## config.mk

```make
export PLATFORM = sky130hd
export DESIGN_NAME = triggered_peak_finder_core_flat
export DESIGN_NICKNAME = d
export VERILOG_FILES = /design/src/design/tpf_pkg.sv /design/src/design/tpf_sample_if.sv /design/src/design/tpf_result_if.sv /design/src/design/triggered_peak_finder_core.sv /design/src/flat_wrapper.sv
export SDC_FILE = /design/constraint.sdc
export NUM_CORES = 1
export LEC_CHECK = 0
export BUFFER_PORTS_ARGS = -buffer_cell sky130_fd_sc_hd__buf_2
export CORE_AREA = 10 10 195 197
export CTS_CLUSTER_DIAMETER = 80
export DETAILED_ROUTE_END_ITERATION = 10
export DIE_AREA = 0 0 205 207
export HOLD_SLACK_MARGIN = 0.12
export SYNTH_ARGS = -nofsm -noshare
export SYNTH_HDL_FRONTEND = slang
export SYNTH_SLANG_ARGS = --single-unit
```

## constraint.sdc

```tcl
create_clock -name clk -period 7.3 [get_ports clk]
set_clock_uncertainty 0.05 [all_clocks]
set_input_delay 0.365 -clock clk [delete_from_list [all_inputs] [get_ports clk]]
set_output_delay 0.365 -clock clk [all_outputs]
set_load 0.005 [all_outputs]
```

## src/design/tpf_pkg.sv

```systemverilog
package tpf_pkg;

  localparam int SAMPLE_BITS    = 16;
  localparam int INDEX_BITS     = 16;
  localparam int WIDTH_BITS     = 10;

  // config port sized for the widest register
  localparam int CFG_DATA_BITS  = (SAMPLE_BITS > INDEX_BITS) ?
                                  ((SAMPLE_BITS > WIDTH_BITS) ? SAMPLE_BITS : WIDTH_BITS) :
                                  ((INDEX_BITS > WIDTH_BITS) ? INDEX_BITS : WIDTH_BITS);
  localparam int CFG_INDEX_BITS = 2;

  localparam logic [CFG_INDEX_BITS-1:0] REG_TRIGGER_LEVEL  = 2'd0;
  localparam logic [CFG_INDEX_BITS-1:0] REG_PULSE_WIDTH    = 2'd1;
  localparam logic [CFG_INDEX_BITS-1:0] REG_EXPECTED_PEAKS = 2'd2;

  localparam logic KIND_PEAK    = 1'b0;
  localparam logic KIND_SUMMARY = 1'b1;

  // result queue
  localparam int QUEUE_DEPTH    = 4;
  localparam int QUEUE_PTR_BITS = $clog2(QUEUE_DEPTH);
  localparam int QUEUE_CNT_BITS = $clog2(QUEUE_DEPTH + 1);

  typedef struct packed {
    logic                          kind;
    logic [INDEX_BITS-1:0]         peak_index;
    logic signed [SAMPLE_BITS-1:0] peak_value;
    logic [INDEX_BITS-1:0]         peak_total;
    logic                          count_status;
    logic                          final_result;
  } result_t;

endpackage

```

## src/design/tpf_sample_if.sv

```systemverilog
interface tpf_sample_if;
  import tpf_pkg::*;

  logic                          valid;
  logic                          ready;
  logic signed [SAMPLE_BITS-1:0] sample;
  logic                          end_of_record;

  modport source (output valid, output sample, output end_of_record, input ready);
  modport sink   (input valid, input sample, input end_of_record, output ready);
endinterface

```

## src/design/tpf_result_if.sv

```systemverilog
interface tpf_result_if;
  import tpf_pkg::*;

  logic                          valid;
  logic                          ready;
  logic                          kind;
  logic [INDEX_BITS-1:0]         peak_index;
  logic signed [SAMPLE_BITS-1:0] peak_value;
  logic [INDEX_BITS-1:0]         peak_total;
  logic                          count_status;
  logic                          final_result;

  modport source (output valid, output kind, output peak_index, output peak_value,
                  output peak_total, output count_status, output final_result,
                  input ready);
  modport sink   (input valid, input kind, input peak_index, input peak_value,
                  input peak_total, input count_status, input final_result,
                  output ready);
endinterface

```

## src/design/triggered_peak_finder_core.sv

```systemverilog
// results of a sample are written into the result queue at its transfer
// throughput: one sample per cycle unless held off; a sample causing two results
// (peak and summary) has them read out in turn, absorbed by a four-entry result queue
// input is held off while more than two results are queued
// reset (synchronous, active high) clears the window state, the peak count,
// the result queue and loads the register defaults (level 0, width 16, check off)
module triggered_peak_finder_core (
  input  logic                                clk,
  input  logic                                rst,
  input  logic                                cfg_we,
  input  logic [tpf_pkg::CFG_INDEX_BITS-1:0]  cfg_index,
  input  logic [tpf_pkg::CFG_DATA_BITS-1:0]   cfg_data,
  tpf_sample_if.sink                          samples,
  tpf_result_if.source                        reports
);
  import tpf_pkg::*;

  // configuration registers
  logic signed [SAMPLE_BITS-1:0] trigger_level;
  logic [WIDTH_BITS-1:0]         pulse_width;
  logic [INDEX_BITS-1:0]         expected_peaks;

  // window tracking state
  logic [INDEX_BITS-1:0]         sample_position;
  logic                          window_active;
  logic [WIDTH_BITS-1:0]         window_left;
  logic signed [SAMPLE_BITS-1:0] best_value;
  logic [INDEX_BITS-1:0]         best_position;
  logic [INDEX_BITS-1:0]         found_count;

  // result queue
  result_t                       queue [QUEUE_DEPTH];
  logic [QUEUE_PTR_BITS-1:0]     wr_ptr;
  logic [QUEUE_PTR_BITS-1:0]     rd_ptr;
  logic [QUEUE_CNT_BITS-1:0]     count;

  // per-sample datapath
  logic                          in_xfer;
  logic                          out_xfer;
  logic [WIDTH_BITS-1:0]         width_eff;
  logic                          opens;
  logic                          in_window;
  logic signed [SAMPLE_BITS-1:0] best_value_next;
  logic [INDEX_BITS-1:0]         best_position_next;
  logic [WIDTH_BITS-1:0]         left_dec;
  logic                          closes;
  logic                          still_open;
  logic                          record_closes;
  logic                          peak_out;
  logic [INDEX_BITS-1:0]         count_closed;
  logic [INDEX_BITS-1:0]         count_final;
  logic                          mismatch;
  result_t                       peak_res;
  result_t                       summary_res;
  result_t                       first_res;
  logic [1:0]                    push_n;

  assign in_xfer  = samples.valid && samples.ready;
  assign out_xfer = reports.valid && reports.ready;

  // room for the worst case of two results per sample
  assign samples.ready = (count <= QUEUE_CNT_BITS'(QUEUE_DEPTH - 2));

  // a width of zero behaves as one
  assign width_eff = (pulse_width == '0) ? WIDTH_BITS'(1) : pulse_width;

  always_comb begin
    opens              = !window_active && (samples.sample <= trigger_level);
    in_window          = window_active || opens;
    best_value_next    = best_value;
    best_position_next = best_position;
    left_dec           = window_left - WIDTH_BITS'(1);
    if (opens) begin
      best_value_next    = samples.sample;
      best_position_next = sample_position;
      left_dec           = width_eff - WIDTH_BITS'(1);
    end else if (window_active && (samples.sample < best_value)) begin
      // first strict minimum wins, equal samples keep the earlier one
      best_value_next    = samples.sample;
      best_position_next = sample_position;
    end
    closes        = in_window && (left_dec == '0);
    still_open    = in_window && !closes;
    // record end truncates an open window into a report of its own
    record_closes = samples.end_of_record && still_open;
    peak_out      = closes || record_closes;

    // saturating peak count
    count_closed = (peak_out && (found_count != '1)) ?
                   found_count + INDEX_BITS'(1) : found_count;
    count_final  = count_closed;
    mismatch     = (expected_peaks != '0) && (count_final != expected_peaks);

    peak_res              = '0;
    peak_res.kind         = KIND_PEAK;
    peak_res.peak_index   = best_position_next;
    peak_res.peak_value   = best_value_next;
    peak_res.final_result = !samples.end_of_record;

    summary_res              = '0;
    summary_res.kind         = KIND_SUMMARY;
    summary_res.peak_total   = count_final;
    summary_res.count_status = mismatch;
    summary_res.final_result = 1'b1;

    first_res = peak_out ? peak_res : summary_res;
    push_n    = 2'(peak_out) + 2'(samples.end_of_record);
  end

  // configuration writes
  always_ff @(posedge clk) begin
    if (rst) begin
      trigger_level  <= '0;
      pulse_width    <= WIDTH_BITS'(16);
      expected_peaks <= '0;
    end else if (cfg_we) begin
      case (cfg_index)
        REG_TRIGGER_LEVEL:  trigger_level  <= cfg_data[SAMPLE_BITS-1:0];
        REG_PULSE_WIDTH:    pulse_width    <= cfg_data[WIDTH_BITS-1:0];
        REG_EXPECTED_PEAKS: expected_peaks <= cfg_data[INDEX_BITS-1:0];
        default: begin
        end
      endcase
    end
  end

  // window state update on every sample transfer
  always_ff @(posedge clk) begin
    if (rst) begin
      sample_position <= '0;
      window_active   <= 1'b0;
      window_left     <= '0;
      best_value      <= '0;
      best_position   <= '0;
      found_count     <= '0;
    end else if (in_xfer) begin
      best_value    <= best_value_next;
      best_position <= best_position_next;
      if (samples.end_of_record) begin
        // next sample starts a fresh record
        sample_position <= '0;
        window_active   <= 1'b0;
        window_left     <= '0;
        found_count     <= '0;
      end else begin
        sample_position <= sample_position + INDEX_BITS'(1);
        window_active   <= still_open;
        window_left     <= still_open ? left_dec : '0;
        found_count     <= count_closed;
      end
    end
  end

  // result queue payload
  always_ff @(posedge clk) begin
    if (in_xfer && (push_n != 2'd0)) begin
      queue[wr_ptr] <= first_res;
      if (push_n == 2'd2) begin
        queue[wr_ptr + QUEUE_PTR_BITS'(1)] <= summary_res;
      end
    end
  end

  // result queue control
  always_ff @(posedge clk) begin
    if (rst) begin
      wr_ptr <= '0;
      rd_ptr <= '0;
      count  <= '0;
    end else begin
      if (in_xfer) begin
        wr_ptr <= wr_ptr + QUEUE_PTR_BITS'(push_n);
      end
      if (out_xfer) begin
        rd_ptr <= rd_ptr + QUEUE_PTR_BITS'(1);
      end
      count <= count + (in_xfer ? QUEUE_CNT_BITS'(push_n) : '0)
                     - QUEUE_CNT_BITS'(out_xfer);
    end
  end

  assign reports.valid        = (count != '0);
  assign reports.kind         = queue[rd_ptr].kind;
  assign reports.peak_index   = queue[rd_ptr].peak_index;
  assign reports.peak_value   = queue[rd_ptr].peak_value;
  assign reports.peak_total   = queue[rd_ptr].peak_total;
  assign reports.count_status = queue[rd_ptr].count_status;
  assign reports.final_result = queue[rd_ptr].final_result;

`ifndef SYNTHESIS
  // queue never holds more than its depth
  assert property (@(posedge clk) disable iff (rst)
    count <= QUEUE_CNT_BITS'(QUEUE_DEPTH))
    else $error("result queue overflow");

  // a transfer never pushes past the free space
  assert property (@(posedge clk) disable iff (rst)
    in_xfer |-> (4'(count) + 4'(push_n) <= 4'(QUEUE_DEPTH)))
    else $error("result push beyond queue space");

  // an open window always has samples left to come
  assert property (@(posedge clk) disable iff (rst)
    window_active |-> (window_left != '0))
    else $error("open window with no samples left");

  // record end leaves a clean record state
  assert property (@(posedge clk) disable iff (rst)
    (in_xfer && samples.end_of_record) |=>
      (sample_position == '0) && !window_active && (found_count == '0))
    else $error("record state not cleared at record end");

  // every record end queues a summary, so the queue cannot be empty next cycle
  assert property (@(posedge clk) disable iff (rst)
    (in_xfer && samples.end_of_record) |=> (count != '0))
    else $error("summary missing after record end");
`endif

endmodule
```

## src/flat_wrapper.sv

```systemverilog
// flat-port wrapper written by rule: the top's interface ports become plain ports
module triggered_peak_finder_core_flat import tpf_pkg::*;
  (clk, rst, cfg_we, cfg_index, cfg_data, samples_valid, samples_sample, samples_end_of_record, samples_ready, reports_valid, reports_kind, reports_peak_index, reports_peak_value, reports_peak_total, reports_count_status, reports_final_result, reports_ready);
  tpf_sample_if samples_i ();
  tpf_result_if reports_i ();
  input  logic clk;
  input  logic rst;
  input  logic cfg_we;
  input  logic [tpf_pkg::CFG_INDEX_BITS-1:0] cfg_index;
  input  logic [tpf_pkg::CFG_DATA_BITS-1:0] cfg_data;
  input wire logic [$bits(samples_i.valid)-1:0] samples_valid;
  input wire logic [$bits(samples_i.sample)-1:0] samples_sample;
  input wire logic [$bits(samples_i.end_of_record)-1:0] samples_end_of_record;
  output wire logic [$bits(samples_i.ready)-1:0] samples_ready;
  output wire logic [$bits(reports_i.valid)-1:0] reports_valid;
  output wire logic [$bits(reports_i.kind)-1:0] reports_kind;
  output wire logic [$bits(reports_i.peak_index)-1:0] reports_peak_index;
  output wire logic [$bits(reports_i.peak_value)-1:0] reports_peak_value;
  output wire logic [$bits(reports_i.peak_total)-1:0] reports_peak_total;
  output wire logic [$bits(reports_i.count_status)-1:0] reports_count_status;
  output wire logic [$bits(reports_i.final_result)-1:0] reports_final_result;
  input wire logic [$bits(reports_i.ready)-1:0] reports_ready;
  assign samples_i.valid = samples_valid;
  assign samples_i.sample = samples_sample;
  assign samples_i.end_of_record = samples_end_of_record;
  assign samples_ready = samples_i.ready;
  assign reports_valid = reports_i.valid;
  assign reports_kind = reports_i.kind;
  assign reports_peak_index = reports_i.peak_index;
  assign reports_peak_value = reports_i.peak_value;
  assign reports_peak_total = reports_i.peak_total;
  assign reports_count_status = reports_i.count_status;
  assign reports_final_result = reports_i.final_result;
  assign reports_i.ready = reports_ready;
  triggered_peak_finder_core u_core (.clk(clk), .rst(rst), .cfg_we(cfg_we), .cfg_index(cfg_index), .cfg_data(cfg_data), .samples(samples_i), .reports(reports_i));
endmodule
```

==> out/results.txt <==
Status: finished, final reports clean
CP peak stage delay: 650 ps
Crit path cell chain: dlygate4sd3_1, buf_2, ha_1, nand4_2, a2111oi_2, or4_1, and3_4, mux2i_1, ha_1, nand3b_1, a2111oi_2, nor2_1, a211oi_4, inv_2, ha_1, nor2_1, nand2_1, nor2_1, a21oi_2, buf_4, inv_1, buf_4
Final worst slack: 492 ps
Mapped cell area: 0.0161 sq mm
Power per Cell Area: 283 mW/mm^2
Vias in the first global route: 12900
Clk root buf: clkbuf_16
Post-placement cell count: 2231
I/O Pins: 93
Area grow syn2layout: 14.5%
Maximum vdd ir drop: 0.000155 V
Yosys cell types: 77
Largest net degree at the start of global routing: 70
Tmin final: 6810 ps
Final instance count without filler cells: 2331
Post-detail-place hpwl: 31200 um
PortBufs: 92
Row cnt: 68
Worst path bufs/invs: 6
Net Count, Synth: 1869
Rel. slew slack: 30.0%
Least-Margin Pin Slew: 1050 ps
Reg2Reg Setup Slack: 680 ps
Detail Route Antenna Nets: 0
Final GP Congestion: 0.870
Fillers: 3131
Req. time, crit path: 7450 ps
Global-route wire length before repair: 73100 um
Final setup viols: 0
Post-synthesis async set-or-reset flop share: 0%
Hold worst-path end: u_core.window_left[3]$_SDFFE_PP0P_
TritonCTS Buffers: 36
Share of cells above drive strength 1: 13.9%
Max-slew violations: 0
Pre-CTS setup slack: 547 ps
Cell family with most CP delay: simple AND/OR/NAND/NOR gates
Crit path launch type: input port
First drt pass iteration count: 5
Reg2reg start: u_core.trigger_level[15]$_SDFFE_PP0P_
H-tree depth: 2
Vias: 13600
Setup crit end kind: flip-flop
CP Class: input port to flip-flop
Die Wd: 205 um
Reg-to-Reg End: u_core.queue[2][2]$_DFFE_PP_
Overall Global Routing Usage: 21.2%
CTS tree: yes
Final Hold Vio Count: 0
Setup tns final: 0 ps
Syn Inst Count: 1788
Max Freq: 147 MHz
Height of the die: 207 um
Number of synthesized flops with an enable pin: 68
Register-to-Register Path Depth: 21
CTS Sinks: 330
Total Wirelength: 46400 um
Period utilization: 93.3%
Critical Path AT: 6950 ps
Worst-Skew Late Latency: 520 ps
Wire length per cell: 19.9 um
Post-CTS Setup Bufs: 0
DIE AREA: 0.0424 sq mm
Initial antenna violation count: 0
Top FF cell, synth: dfxtp_1
Layout net count: 1927
Clock slew at reported path FFs: 60 ps
Number of synthesized register bits: 330
Total leakage power: 6.93 nW
Maxcap violations: 0
Post-Synthesis Mean Instance Area: 9.03 sq um
Core ar.: 0.0341 sq mm
Vias per std cell: 5.83
Clk buf depth: 3
Seq/Total Area, Yosys: 45.2%
Initial Util: 47.3%
Critical path's slowest cell: a2111oi_2
Ys Warns: 0
Hold Crit Class: input port to flip-flop
DRC: 0
Min-Delay Path Depth: 2
Hold_sp: rst
Worst-path maximum fanout: 33
Global route overflow: 0
Initial drt markers: 1103
placed cells by master, fill, tap and decap left out, drive strengths merged, types with 10 or more instances in the layout:
master	n
nor3	22
o31ai	63
nand4	10
mux2i	43
nor4	15
nor2	119
mux4	51
nand3	60
edfxtp	68
dfxtp	262
nand2	291
o21ai	256
ha	40
dlygate4sd3	32
and3	20
clkbuf	51
xor2	17
buf	121
inv	51
a21oi	110
xnor2	29
registers in the layout, summed over array words and instances (netlist names), named ones only:
| register | cells |
|---|---|
| u_core.best_position | 16 |
| u_core.best_value | 16 |
| u_core.count | 3 |
| u_core.expected_peaks | 16 |
| u_core.found_count | 16 |
| u_core.pulse_width | 10 |
| u_core.queue | 204 |
| u_core.rd_ptr | 2 |
| u_core.sample_position | 16 |
| u_core.trigger_level | 16 |
| u_core.window_active | 1 |
| u_core.window_left | 10 |
| u_core.wr_ptr | 2 |
final cells by class:
class	count	area, sq um	area share, %
Clock inverter	15	175	0.948
Antenna cell	2	5.00	0.0271
Timing Repair Buffer	153	1000	5.42
Clock buffer	51	1070	5.79
Multi-Input combinational cell	1274	8170	44.2
Inverter	51	191	1.04
Sequential cell	330	7290	39.5
Tap cell	455	569	3.08
per-layer routing:
metal	share of wire (%)	global-route usage (%)	wire length, um	vias to the layer above
met1	47	30.1	21800	6626
met5	0	0	0	-
met3	6.1	3.06	2830	60
li1	-	-	-	6509
met4	1.9	4.98	864	0
met2	45	33.2	20900	384
Yosys cell counts (all sizes together), types with 7 or more instances:
| cell | count | area share (%) |
|---|---|---|
| edfxtp | 68 | 13 |
| nor3 | 22 | 0.68 |
| inv | 51 | 1.2 |
| xnor2 | 29 | 1.6 |
| nand3 | 60 | 1.9 |
| nor2b | 7 | 0.27 |
| clkbuf | 114 | 2.7 |
| or3 | 9 | 0.35 |
| a21o | 9 | 0.42 |
| and3 | 20 | 0.81 |
| nand2 | 291 | 6.8 |
| nand4 | 10 | 0.43 |
| nor2 | 119 | 2.8 |
| nand3b | 8 | 0.37 |
| mux2i | 43 | 2.7 |
| o21ai | 256 | 7.9 |
| xor2 | 17 | 0.92 |
| ha | 40 | 3.1 |
| nor4 | 15 | 0.71 |
| a211oi | 7 | 0.43 |
| o31ai | 63 | 2.9 |
| mux4 | 51 | 7.1 |
| buf | 19 | 0.62 |
| a21oi | 110 | 3.4 |
| dfxtp | 262 | 32 |
what timing repair did:
item / 4_1_cts / 5_1_grt
endpoints found under the hold margin: 50 / 0
resized for setup: 0 / 2
hold buffers: 32 / 0
endpoints found under the setup margin: 0 / 30
kinds of logic after synthesis:
group	share of synthesized area, %
and+or+nand+nor	16.6
AOI/OAI and AO/OA	18.0
DFF	45.2
buffers and inverters	4.46
muxes	9.85
xor gates and xnor gates	2.68
adders and majority gates	3.23
report_power, final:
| part | total [mW] | internal, mW | switching (mW) |
|---|---|---|---|
| Sequential | 2.22 | 2.07 | 0.145 |
| Clock | 1.88 | 1.13 | 0.745 |
| Combinational | 1.13 | 0.487 | 0.645 |
worst max path at each step:
stage | cells after the start | slack, ps | from | to
3_5_place_dp | 24 | 550 | samples_sample[15] | u_core.queue[1][16]$_DFFE_PP_
5_1_grt | 24 | -0.4 | samples_sample[15] | u_core.queue[2][2]$_DFFE_PP_
2_1_floorplan | 24 | 680 | samples_sample[15] | u_core.queue[3][10]$_DFFE_PP_
4_1_cts | 25 | 520 | samples_sample[15] | u_core.queue[1][16]$_DFFE_PP_
3_3_place_gp | 24 | 640 | samples_sample[15] | u_core.queue[2][5]$_DFFE_PP_
6_report | 22 | 490 | samples_sample[15] | u_core.queue[2][2]$_DFFE_PP_
stage by stage:
stage	power (mW)	utilization [%]	instance area, sq um	hold slack, ps
CTS	5.27	54.1	18500	222
global route	5.48	54.1	18500	247
floorplan	2.98	-	16100	370
finish	5.23	54.1	18500	241
global placement	3.36	49.5	16900	379
detailed placement	3.38	49.5	16900	390
(Power assumes the default switching activity.)
